$ cat src/design/itoa_pkg.sv
// Shared constants, types and helpers for the integer to ASCII radix converter.
// Used by every module of the block; depends on nothing.
package itoa_pkg;

  localparam int VALUE_WIDTH = 32;
  localparam int DIGIT_W     = 6;
  localparam int CNT_W       = $clog2(VALUE_WIDTH + 1);
  localparam int IDX_W       = $clog2(VALUE_WIDTH);
  localparam int ITER_W      = $clog2(VALUE_WIDTH);

  localparam logic [7:0] CHAR_ZERO  = 8'h30;
  localparam logic [7:0] CHAR_A     = 8'h41;
  localparam logic [7:0] CHAR_MINUS = 8'h2D;
  localparam logic [5:0] RADIX_RAW  = 6'd0;
  localparam logic [5:0] RADIX_UNARY = 6'd1;
  localparam logic [5:0] RADIX_BIN  = 6'd2;
  localparam logic [5:0] RADIX_DEC  = 6'd10;

  typedef struct packed {
    logic busy;
    logic done;
  } div_stat_t;

  function automatic logic [7:0] digit_char(input logic [DIGIT_W-1:0] d);
    logic [7:0] d8;
    d8 = {{(8 - DIGIT_W){1'b0}}, d};
    if (d8 < 8'd10) begin
      return CHAR_ZERO + d8;
    end
    return CHAR_A + (d8 - 8'd10);
  endfunction

endpackage

$ cat src/design/integer_to_ascii_radix.sv
// Integer to ASCII radix converter, top level with the conversion sequencer.
// Each digit comes from a division in the shared divider, and each character is then
// emitted through the read, data and push states.
// One request is worked at a time; the bit-serial divider's VALUE_WIDTH iterations set the rate.
// Reset (rst_n, synchronous, active low) returns the sequencer and output to idle/empty.
module integer_to_ascii_radix
  import itoa_pkg::*;
(
  input  logic        clk,
  input  logic        rst_n,
  input  logic        in_tvalid,
  output logic        in_tready,
  input  logic [39:0] in_tdata,   // value[31:0], base[37:32], zero fill [39:38]
  input  logic        in_tuser,   // is_signed
  output logic        out_tvalid,
  input  logic        out_tready,
  output logic [7:0]  out_tdata,  // char_out[7:0]
  output logic        out_tlast   // last
);

  typedef enum logic [2:0] {
    ST_IDLE,
    ST_CHK,
    ST_DIV,
    ST_RD,
    ST_DATA,
    ST_PUSH
  } state_t;

  state_t                 state_r, state_nxt;
  state_t                 after_r, after_nxt;
  logic [VALUE_WIDTH-1:0] quot_r, quot_nxt;
  logic [CNT_W-1:0]       cnt_r, cnt_nxt;
  logic [DIGIT_W-1:0]     base_r, base_nxt;
  logic [7:0]             push_char_r, push_char_nxt;
  logic                   push_last_r, push_last_nxt;
  logic                   out_valid_r, out_valid_nxt;
  logic [7:0]             out_char_r, out_char_nxt;
  logic                   out_last_r, out_last_nxt;

  logic                   in_req;
  logic                   out_free;
  logic [VALUE_WIDTH-1:0] in_value;
  logic [DIGIT_W-1:0]     in_base;
  logic [DIGIT_W-1:0]     eff_base;
  logic                   in_neg;

  div_stat_t              div_stat;
  logic                   div_start;
  logic [VALUE_WIDTH-1:0] div_quot;
  logic [DIGIT_W-1:0]     div_rem;

  logic                   st_we;
  logic [IDX_W-1:0]       st_raddr;
  logic [DIGIT_W-1:0]     st_rdata;

  assign in_tready = (state_r == ST_IDLE);
  assign in_req    = in_tvalid && in_tready;
  assign out_free  = !out_valid_r || out_tready;

  assign in_value = in_tdata[VALUE_WIDTH-1:0];
  assign in_base  = in_tdata[37:32];
  // A unary radix would never terminate, so it converts as binary.
  assign eff_base = (in_base == RADIX_UNARY) ? RADIX_BIN : in_base;
  // Only decimal shows a sign; other radixes print the raw bit pattern.
  assign in_neg   = (eff_base == RADIX_DEC) && in_tuser && in_value[VALUE_WIDTH-1];

  // Digits are read back most significant first, from the top of the store down.
  assign st_raddr  = IDX_W'(cnt_r - CNT_W'(1));
  assign st_we     = (state_r == ST_DIV) && div_stat.done;
  assign div_start = (state_r == ST_CHK) && (quot_r != '0) && (cnt_r < CNT_W'(VALUE_WIDTH));

  itoa_div u_div (
    .clk      (clk),
    .rst_n    (rst_n),
    .start    (div_start),
    .dividend (quot_r),
    .divisor  (base_r),
    .stat     (div_stat),
    .quot     (div_quot),
    .rem      (div_rem)
  );

  itoa_store u_store (
    .clk   (clk),
    .we    (st_we),
    .waddr (cnt_r[IDX_W-1:0]),
    .wdata (div_rem),
    .raddr (st_raddr),
    .rdata (st_rdata)
  );

  always_comb begin
    state_nxt     = state_r;
    after_nxt     = after_r;
    quot_nxt      = quot_r;
    cnt_nxt       = cnt_r;
    base_nxt      = base_r;
    push_char_nxt = push_char_r;
    push_last_nxt = push_last_r;
    out_valid_nxt = out_valid_r && !out_tready;
    out_char_nxt  = out_char_r;
    out_last_nxt  = out_last_r;
    case (state_r)
      ST_IDLE: begin
        if (in_req) begin
          base_nxt = eff_base;
          cnt_nxt  = '0;
          quot_nxt = in_neg ? (~in_value + VALUE_WIDTH'(1)) : in_value;
          if (in_base == RADIX_RAW) begin
            // Raw byte mode passes the low byte through as a single character.
            push_char_nxt = in_tdata[7:0];
            push_last_nxt = 1'b1;
            after_nxt     = ST_IDLE;
            state_nxt     = ST_PUSH;
          end else if (in_neg) begin
            push_char_nxt = CHAR_MINUS;
            push_last_nxt = 1'b0;
            after_nxt     = ST_CHK;
            state_nxt     = ST_PUSH;
          end else begin
            state_nxt = ST_CHK;
          end
        end
      end
      ST_CHK: begin
        if (div_start) begin
          state_nxt = ST_DIV;
        end else if (cnt_r == '0) begin
          // A zero value still prints one digit.
          push_char_nxt = CHAR_ZERO;
          push_last_nxt = 1'b1;
          after_nxt     = ST_IDLE;
          state_nxt     = ST_PUSH;
        end else begin
          state_nxt = ST_RD;
        end
      end
      ST_DIV: begin
        if (div_stat.done) begin
          quot_nxt  = div_quot;
          cnt_nxt   = cnt_r + CNT_W'(1);
          state_nxt = ST_CHK;
        end
      end
      ST_RD: begin
        cnt_nxt   = cnt_r - CNT_W'(1);
        state_nxt = ST_DATA;
      end
      ST_DATA: begin
        push_char_nxt = digit_char(st_rdata);
        push_last_nxt = (cnt_r == '0);
        after_nxt     = (cnt_r == '0) ? ST_IDLE : ST_RD;
        state_nxt     = ST_PUSH;
      end
      ST_PUSH: begin
        if (out_free) begin
          out_valid_nxt = 1'b1;
          out_char_nxt  = push_char_r;
          out_last_nxt  = push_last_r;
          state_nxt     = after_r;
        end
      end
      default: begin
        state_nxt = ST_IDLE;
      end
    endcase
  end

  always_ff @(posedge clk) begin
    if (!rst_n) begin
      state_r     <= ST_IDLE;
      after_r     <= ST_IDLE;
      cnt_r       <= '0;
      quot_r      <= '0;
      out_valid_r <= 1'b0;
    end else begin
      state_r     <= state_nxt;
      after_r     <= after_nxt;
      cnt_r       <= cnt_nxt;
      quot_r      <= quot_nxt;
      base_r      <= base_nxt;
      push_char_r <= push_char_nxt;
      push_last_r <= push_last_nxt;
      out_valid_r <= out_valid_nxt;
      out_char_r  <= out_char_nxt;
      out_last_r  <= out_last_nxt;
    end
  end

  assign out_tvalid = out_valid_r;
  assign out_tdata  = out_char_r;
  assign out_tlast  = out_last_r;

  // A finished division is only ever seen while the sequencer waits for it.
  a_div_done_in_div: assert property (@(posedge clk) disable iff (!rst_n)
    div_stat.done |-> (state_r == ST_DIV))
    else $error("divider finished outside the divide state");

  // The digit count never runs past the store depth.
  a_cnt_bound: assert property (@(posedge clk) disable iff (!rst_n)
    cnt_r <= CNT_W'(VALUE_WIDTH))
    else $error("digit count exceeds store depth");

  // Once a request is taken, no further request is taken in the next cycle.
  a_one_at_a_time: assert property (@(posedge clk) disable iff (!rst_n)
    in_req |=> !in_tready)
    else $error("input accepted while a conversion is in progress");

endmodule

$ cat src/design/itoa_div.sv
// Iterative restoring divider: VALUE_WIDTH-bit dividend by a 6-bit radix,
// one quotient bit per cycle. Depends on itoa_pkg.
module itoa_div
  import itoa_pkg::*;
(
  input  logic                   clk,
  input  logic                   rst_n,
  input  logic                   start,
  input  logic [VALUE_WIDTH-1:0] dividend,
  input  logic [DIGIT_W-1:0]     divisor,
  output div_stat_t              stat,
  output logic [VALUE_WIDTH-1:0] quot,
  output logic [DIGIT_W-1:0]     rem
);

  logic                   busy_r, busy_nxt;
  logic                   done_r, done_nxt;
  logic [ITER_W-1:0]      iter_r, iter_nxt;
  logic [VALUE_WIDTH-1:0] q_r, q_nxt;
  logic [DIGIT_W-1:0]     rem_r, rem_nxt;
  logic [DIGIT_W-1:0]     div_r, div_nxt;
  logic [DIGIT_W:0]       trial;
  logic                   ge;

  // Shift the next dividend bit into the partial remainder and try a subtract.
  assign trial = {rem_r, q_r[VALUE_WIDTH-1]};
  assign ge    = trial >= {1'b0, div_r};

  always_comb begin
    busy_nxt = busy_r;
    done_nxt = 1'b0;
    iter_nxt = iter_r;
    q_nxt    = q_r;
    rem_nxt  = rem_r;
    div_nxt  = div_r;
    if (start && !busy_r) begin
      busy_nxt = 1'b1;
      iter_nxt = '0;
      q_nxt    = dividend;
      rem_nxt  = '0;
      div_nxt  = divisor;
    end else if (busy_r) begin
      rem_nxt  = ge ? DIGIT_W'(trial - {1'b0, div_r}) : DIGIT_W'(trial);
      q_nxt    = {q_r[VALUE_WIDTH-2:0], ge};
      iter_nxt = iter_r + ITER_W'(1);
      if (iter_r == ITER_W'(VALUE_WIDTH - 1)) begin
        busy_nxt = 1'b0;
        done_nxt = 1'b1;
      end
    end
  end

  always_ff @(posedge clk) begin
    if (!rst_n) begin
      busy_r <= 1'b0;
      done_r <= 1'b0;
      iter_r <= '0;
    end else begin
      busy_r <= busy_nxt;
      done_r <= done_nxt;
      iter_r <= iter_nxt;
      q_r    <= q_nxt;
      rem_r  <= rem_nxt;
      div_r  <= div_nxt;
    end
  end

  assign stat.busy = busy_r;
  assign stat.done = done_r;
  assign quot      = q_r;
  assign rem       = rem_r;

endmodule

$ cat src/design/itoa_store.sv
// Digit store: one write port and one registered read port for digit values.
// Depends on itoa_pkg.
module itoa_store
  import itoa_pkg::*;
(
  input  logic               clk,
  input  logic               we,
  input  logic [IDX_W-1:0]   waddr,
  input  logic [DIGIT_W-1:0] wdata,
  input  logic [IDX_W-1:0]   raddr,
  output logic [DIGIT_W-1:0] rdata
);

  logic [DIGIT_W-1:0] mem [VALUE_WIDTH];
  logic [DIGIT_W-1:0] rdata_r;

  always_ff @(posedge clk) begin
    if (we) begin
      mem[waddr] <= wdata;
    end
    rdata_r <= mem[raddr];
  end

  assign rdata = rdata_r;

endmodule
$ cat config.mk
export PLATFORM = sky130hd
export DESIGN_NAME = integer_to_ascii_radix
export DESIGN_NICKNAME = d
export VERILOG_FILES = /design/src/design/itoa_pkg.sv /design/src/design/integer_to_ascii_radix.sv /design/src/design/itoa_div.sv /design/src/design/itoa_store.sv
export SDC_FILE = /design/constraint.sdc
export NUM_CORES = 1
export LEC_CHECK = 0
export ABC_CLOCK_PERIOD_IN_PS = 11650
export BUFFER_PORTS_ARGS = -buffer_cell sky130_fd_sc_hd__clkbuf_2
export CORE_UTILIZATION = 45
export CTS_CLUSTER_DIAMETER = 50
export CTS_CLUSTER_SIZE = 16
export DETAILED_ROUTE_END_ITERATION = 16
export GPL_TIMING_DRIVEN = 1
export SYNTH_ARGS = -nofsm -noshare
export SYNTH_HDL_FRONTEND = slang
export SYNTH_SLANG_ARGS = --single-unit
export TNS_END_PERCENT = 1
$ cat constraint.sdc
create_clock -name clk -period 11.65 [get_ports clk]
set_input_delay 1.165 -clock clk [delete_from_list [all_inputs] [get_ports clk]]
set_output_delay 1.165 -clock clk [all_outputs]
set_load 0.005 [all_outputs]
Word level (Yosys, flattened, before mapping)
Memories as Yosys holds them, arrays and structs flattened. A register that Yosys moved wholly into a read port is not among the register bits.
Cells that the tools add are included.
{"block": "word_totals", "regBits": 120, "mem_bits_rw": 192, "inputBits": 45, "out_inout_bits": 11, "elab_cells": 127, "memories": 1}
{"name": "u_store.mem", "depth": 32, "width": 6, "rd": 1, "rd_ports_with_merged_regs": 1, "write_ports": 1, "line": "itoa_store.sv:14", "rtl": "logic [DIGIT_W-1:0] mem [VALUE_WIDTH];"}
{"block": "classes", "add_sub_neg": 8, "n_lt_le_gt_ge": 3, "eq_ne": 14, "mux": 51, "bitwise_logic": 3, "reduce_logical": 31}
{"op": "two-way mux 32 bit", "n": 5}
{"op": "case mux 32 bit (2 select lines)", "n": 1}
{"op": "two-way mux 8 bit", "n": 7}
{"op": "two-way mux 3 bit", "n": 12}
{"op": "adder 32 x 1 -> 32 bit, second input constant", "n": 1}
{"op": "NOT 32 bit", "n": 1}
{"op": "nonzero test 32 bit", "n": 1}
{"op": "two-way mux 6 bit", "n": 5}
{"op": "case mux 8 bit (3 select lines)", "n": 1}
{"op": "case mux 3 bit (6 select lines)", "n": 1}
{"op": "case mux 6 bit (3 select lines)", "n": 1}
{"op": "two-way mux 1 bit", "n": 15}
{"op": "AND reduction 3 bit", "n": 5}
{"op": "zero test 6 bit", "n": 2}
{"op": "case mux 3 bit (3 select lines)", "n": 1}
{"op": "adder 7 x 8 -> 8 bit, first input constant", "n": 1}
{"op": "logical AND 1 bit", "n": 8}
{"op": "adder 6 x 6 -> 7 bit, first input constant", "n": 1}
{"op": ">= comparator 7 x 6 -> 1 bit", "n": 1}
{"op": "subtractor 6 x 4 -> 7 bit, second input constant", "n": 1}
{"op": "adder 6 x 1 -> 6 bit, second input constant", "n": 1}
{"op": "equality test 3 x 2 -> 1 bit, second input constant", "n": 2}
{"op": "equality test 3 bit, second input constant", "n": 2}
{"op": "equality test 6 x 1 -> 1 bit, second input constant", "n": 1}
{"op": "24 further kinds", "n": 33}

Longest topological paths before layout
Gate-level depths: netlist of the first run.
{"block": "depth", "word_depth": 9, "ltp_mapped": 10, "depth_no_buf": 9}

Modules after synthesis
Synthesis of the first run repeated with hierarchy kept, for this count alone.
{"block": "hier_totals", "hier_cells": 1134, "area_unflattened_um2": 14616.5}
{"module": "itoa_store", "n_inst": 1, "cells_each": 323, "area_each_um2": 7589.8, "seq_area_each_um2": 5885.6}
{"module": "integer_to_ascii_radix", "n_inst": 1, "cells_each": 582, "area_each_um2": 4618.2, "seq_area_each_um2": 1601.5}
{"module": "itoa_div", "n_inst": 1, "cells_each": 229, "area_each_um2": 2408.6, "seq_area_each_um2": 1461.4}

Worst setup path after synthesis of the first run
Ideal clock, no wire load.
{"block": "synth_timing", "kind": "input-to-reg", "startpoint": "in rst_n", "endpoint": "reg u_div.q_r[0], in the netlist u_div.quot[0] (enable)", "setup_time_ns": 0.492, "arrival_ns": 4.500, "t_required_ns": 11.158, "slack_ns": 6.658, "cell_stages": 3, "path_buffers": 2, "cell_sequence": "clkbuf_1 -> clkbuf_1 -> a21boi_0"}
{"block": "synth_between", "elab_chain_len": 1}
{"element": "start: declaration", "line": "integer_to_ascii_radix.sv:10", "rtl": "input logic rst_n,"}
{"element": "AND reduction 2 bit (no line)"}
{"element": "end signal: assignment", "line": "itoa_div.sv:62", "rtl": "q_r <= q_nxt;"}
{"element": "end: declaration", "line": "itoa_div.sv:19", "rtl": "logic [VALUE_WIDTH-1:0] q_r, q_nxt;"}
Every way passes these cells.
A chain may end at the register's enable or synchronous reset.

Final worst setup path of the first run
{"block": "layout_timing", "startpoint": "reg cnt_r[0]", "endpoint": "reg u_store.rdata_r[3], in the netlist u_store.rdata[3], read port of u_store.mem"}
{"block": "layout_between", "elab_chain_len": 1}
{"element": "start: declaration", "line": "integer_to_ascii_radix.sv:33", "rtl": "logic [CNT_W-1:0] cnt_r, cnt_nxt;"}
{"element": "start signal: assignment", "line": "integer_to_ascii_radix.sv:180", "rtl": "cnt_r <= cnt_nxt;"}
{"element": "subtractor 6 x 1 -> 6 bit"}
{"element": "end: declaration", "line": "itoa_store.sv:15", "rtl": "logic [DIGIT_W-1:0] rdata_r;"}
Every way passes these cells.

==> metrics.txt, run 1 <==
status finished clean; EDFF count, synth 260; RR Endpoint u_store.rdata[3]; minimum clock period 3450 ps; Cell variety after synth 66; pwr dens 161 mW/mm^2; endpoints failing setup 0; Starting Density 45.8%; flop and latch count out of synthesis 317; pin count of the biggest net entering global routing 65; Mapped Area 0.0145 mm^2; Fill cells 2676; ANT cells 0; RSZ-0062 raised after global routing false; critical setup path kind reg2reg; Comb pwr share 11.7%; post-route clock period utilization 29.6%; Hold Fails Final Rpt 0; Worst VDD drop 0.108 mV; P_sw 0.000655 W; startpoint types register; clock root cell clkbuf_16; Total Neg Setup Slack 0 ps; R2R cell count 6; Internal 0.00193 W; most frequent cells in the layout 260 x edfxtp_1, 72 x nand2_1, 70 x nor2_1, 60 x mux4_2, 56 x dfxtp_1; slew at the pin with the worst max-slew slack 1150 ps; relative slew slack 23.3%; GR Util All Layers 19.0%; cts bufs inserted 31; Leak 5.24 nW; share of post-route cells with drive strength above 1 21.9%; GRT overflow 0; Hold Path Class reg2reg; first-pass GRT wire length 48500 um; DR WL/cell 21.0 um; sequential fraction of the synthesis area 61.7%; via count 8387; Setup crit start cnt_r[0]; Initial DRC Count 665; worst slack at placement 7700 ps; ANT nets after route 0; Clock Sink Count 317; final net count 1113; H-tree levels 1; post-layout util 50.7%; Setup Buffers After CTS 0; hold_buf cts 0; most common cell after layout, fill and taps aside edfxtp_1; I/O Pins 56; Final Skew 33.0 ps; max cap viols 0; Top FF cell, synth edfxtp_1; drt pass-1 iters 4; Max Freq 0.290 GHz; GPL Wtd Cong 0.820; Die ar. 0.0329 mm^2; clk buf depth 3; launching point of the worst reg2reg path cnt_r[0]; hpwl dp 20000 um; Core Region 0.0316 mm^2; FP Rows 65; Cells after Synth 1013; FFs w/ async S/R, synth 0%; met3 WL 1280 um; final wirelength 31000 um; max-slew violation count 0; vias in the first global route 8347; initial antenna violation count 0; Met1 Routed Length 15000 um; CP endpoint u_store.rdata[3]; sw frac 25.3%; Hold Path Stages 0; slack of the critical path 8200 ps; worst hold slack 415 ps; CP max FO 36; Post-Syn Nets 1077; average cell area after synthesis 14.3 um^2; Routed met2 length 14200 um; area grow syn2layout 10.7%; r2r setup slk 8200 ps; post-cts sizing count 0; clock network power share 37.6%; Yosys Warn Count 0; port bufs 53; residual DRC count 0; Required @ worst endpoint 12100 ps; WP data arrival 3890 ps; die height 182 um; sequential power share 50.7%; DR vias/cell 5.70; die width 182 um; CTS clk-pin slew, worst paths 60 ps; TritonCTS clock tree built; Clk Latency, worst-skew pair 570 ps; Top Layer Used met4; Worst setup EP type register
## layer usage
layer  track usage, %  vias to the layer above
li1                 -                     3961
met1             28.5                     4201
met2             29.9                      189
met3             1.89                       36
met4             4.31                        0
met5                0                        -
## cell families (layout without fill, tap and decap cells)
group	Yosys count	after routing	share of synthesized area (%)
flops	317	317	61.7
simple gates	292	292	10.3
compound gates	150	150	7.29
mux	104	104	13.5
buf+inv	85	142	2.74
xor+xnor	46	46	2.78
fa+ha+maj	19	19	1.69
## power by group through the flow
stage / Sequential (W) / Combinational [W] / Clock (W)
2_1_floorplan: 0.00132 / 0.000234 / 0
3_3_place_gp: 0.00133 / 0.000299 / 0
3_5_place_dp: 0.00134 / 0.000302 / 0
4_1_cts: 0.00131 / 0.000304 / 0.000995
5_1_grt: 0.00132 / 0.000331 / 0.00104
6_report: 0.00131 / 0.000303 / 0.000970
## cell type report
cell class / instances / area, um^2 / share of cell area, %
Sequential cell: 317 / 8950 / 55.8
Tap cell: 402 / 503 / 3.13
Multi-Input combinational cell: 611 / 5180 / 32.3
Inverter: 25 / 93.8 / 0.585
Clock inverter: 21 / 199 / 1.24
Clock buffer: 33 / 783 / 4.88
Timing Repair Buffer: 63 / 340 / 2.12
## through the flow
| step | area [um^2] | total power [W] | instances |
|---|---|---|---|
| 2_1_floorplan | 14500 | 0.00155 | 1013 |
| 3_3_place_gp | 15100 | 0.00163 | 1418 |
| 3_5_place_dp | 15100 | 0.00164 | 1418 |
| 4_1_cts | 16100 | 0.00261 | 1472 |
| 5_1_grt | 16100 | 0.00268 | 1472 |
| 6_report | 16100 | 0.00258 | 1472 |
## synthesized netlist by cell type (25+ instances only)
master / instances / area (um^2)
nor2_1: 70 / 263
edfxtp_1: 260 / 7810
inv_1: 25 / 93.8
and2_1: 28 / 175
dfxtp_1: 57 / 1140
nand2_1: 72 / 270
nand3_1: 38 / 190
xor2_1: 33 / 289
a21oi_1: 27 / 135
mux2_4: 30 / 450
clkbuf_1: 28 / 105
mux4_2: 60 / 1350
## worst max-delay path, stage by stage, from the launching register on
cell and delay, ps:
dfxtp_4 680, inv_1 220, ha_2 620, buf_4 530
mux4_2 410, mux4_2 520, mux2_2 310
## state kept, by name, summed over array words and instances, names as in the netlist
register and count:
u_store.rdata 6, push_char_r 8, cnt_r 6, state_r 3, out_tvalid 1, base_r 6, out_tdata 8, u_div.done_r 1
u_div.rem 6, u_div.div_r 6, push_last_r 1, u_store.mem 192, u_div.busy_r 1, u_div.quot 32, out_tlast 1, after_r 2
quot_r 32, u_div.iter_r 5
## worst min path at each step
stage,startpoint,to,slack [ps]
2_1_floorplan,push_char_r[0],out_tdata[0],400
4_1_cts,base_r[4],u_div.div_r[4],420
5_1_grt,base_r[4],u_div.div_r[4],420
3_5_place_dp,base_r[2],u_div.div_r[2],400
3_3_place_gp,push_char_r[1],out_tdata[1],400
6_report,base_r[4],u_div.div_r[4],410
Note: power is estimated with default switching activity, not from simulation.
==> run 2, diff against run 1 <==
Settings changed: ABC_CLOCK_PERIOD_IN_PS 11650 to 3500.
Clock period 11.65 ns to 3.5 ns, I/O delays scaled along.
==> metrics.txt, run 2 (same netlist as run 1, synthesis figures left out) <==
status finished clean; CTS clk-pin slew, worst paths 60 ps; Comb pwr share 12.4%; I/O Pins 56; R2R cell count 5; initial antenna violation count 0; CP Cell Sequence or3_1, nor2_1, nand4b_1, a221oi_2, and2_1; most used routing layer met2; CP max FO 14; Largest Register u_store.mem; Hold Path Class in2reg; Clk Latency, worst-skew pair 510 ps; Die ar. 0.0329 mm^2; launching point of the worst reg2reg path cnt_r[2]; slew at the pin with the worst max-slew slack 995 ps; DR vias/cell 5.73; Hold Fails Final Rpt 0; Starting Density 45.8%; r2r setup slk 740 ps; die height 182 um; final net count 1131; Worst Path Buf+Inv 0; Worst setup EP type register; max cap viols 0; GPL Wtd Cong 0.814; final wirelength 31400 um; Worst Hold End base_r[2]; RR Endpoint push_char_r[0]; area of the multi-input gates 0.00518 mm^2; GR Util All Layers 19.6%; most frequent cells in the layout 260 x edfxtp_1, 72 x nand2_1, 70 x nor2_1, 60 x mux4_2, 56 x dfxtp_1; WP data arrival 2920 ps; TritonCTS clock tree built; pin count of the biggest net entering global routing 57; FP Rows 65; via count 8550; clock network power share 38.8%; Core Region 0.0316 mm^2; met3 GRT Util 3.17%; Finished Cell Area 0.0163 mm^2; Required @ worst endpoint 3660 ps; area grow syn2layout 12.4%; most common cell after layout, fill and taps aside edfxtp_1; GRT overflow 0; post-route clock period utilization 78.7%; residual DRC count 0; hold_buf cts 0; post-cts sizing count 0; critical setup path kind reg2reg; clk buf depth 3; Clock Sink Count 317; max reg flops 192; total power 0.00884 W; Leak 5.37 nW; slowest cell on the critical path or3_1; post-layout util 51.5%; P_sw 0.00225 W; ANT cells 0; die width 182 um; Setup Buffers After CTS 0; met1 usage 29.3%; RSZ-0062 raised after global routing false; flip-flop and latch area 0.00895 mm^2; pwr dens 542 mW/mm^2; grt met2 use 29.6%; sw frac 25.4%; share of post-route cells with drive strength above 1 23.2%; Worst VDD drop 0.344 mV; ANT nets after route 0; minimum clock period 2760 ps; Final Skew 22.8 ps; DR WL/cell 21.1 um; placed inst area 0.0152 mm^2; slowest stage delay, CP 580 ps; Fill cells 2640; relative slew slack 33.6%; cts bufs inserted 34; Largest delay share family, worst path simple AND/OR/NAND/NOR gates; max-slew violation count 0; endpoints failing setup 0; drt pass-1 iters 5; Hold Path Stages 1; port bufs 53; Internal 0.00659 W; Initial DRC Count 609; first-pass GRT wire length 49500 um; H-tree levels 2; cell count along the critical path 5; startpoint types register; startpoint of the worst hold path in_tdata[34]; vias in the first global route 8347; sequential power share 48.8%; Max Freq 0.363 GHz; Total Neg Setup Slack 0 ps; clock root cell clkbuf_16; hpwl dp 20300 um
run 2: changes by cell type in the layout (fill, tap and decap cells not counted):
| cell | delta |
|---|---|
| bufinv_16 | -1 |
| clkinv_4 | +1 |
| clkbuf_16 | +4 |
| buf_12 | +4 |
| buf_4 | +11 |
| inv_8 | -3 |
| inv_6 | +1 |
| clkinv_8 | +2 |
run 2: worst max-delay path by stage:
stage | from | to
finish | cnt_r[2] | push_char_r[0]
global placement | cnt_r[1] | u_store.rdata[1]
detailed placement | cnt_r[1] | u_store.rdata[1]
floorplan | state_r[1] | u_div.quot[0]
CTS | cnt_r[1] | u_store.rdata[1]
global route | quot_r[18] | push_char_r[0]
run 2: routing by layer:
layer | up-vias | routed length, um | part of all wire (%)
li1 | 4014 | - | -
met1 | 4275 | 14700 | 47
met2 | 217 | 14300 | 46
met3 | 44 | 1710 | 5.4
met4 | 0 | 648 | 2.1
met5 | - | 0 | 0
run 2: cell type report:
cell class	count	share of cell area (%)
timing repair buffer	78	3.09
clock buffer	37	5.42
inverter	25	0.576
tap	402	3.09
sequential	317	54.9
clock inverter	21	1.14
multi-input combinational	611	31.8
run 2: power by group through the flow:
stage	combinational (W)	sequential (W)	clock [W]
final	0.00110	0.00431	0.00343
after global placement	0.00109	0.00439	0
after floorplan	0.000779	0.00438	0
after global routing	0.00120	0.00433	0.00365
after CTS	0.00111	0.00431	0.00351
after detailed placement	0.00110	0.00439	0
run 2: through the flow:
step                cells  hold slack [ps]  setup slack (ps)
floorplan            1013              400              62.9
global placement     1433              403               729
detailed placement   1433              405               739
CTS                  1491             5.40               730
global route         1491             6.06               555
finish               1491             27.3               744
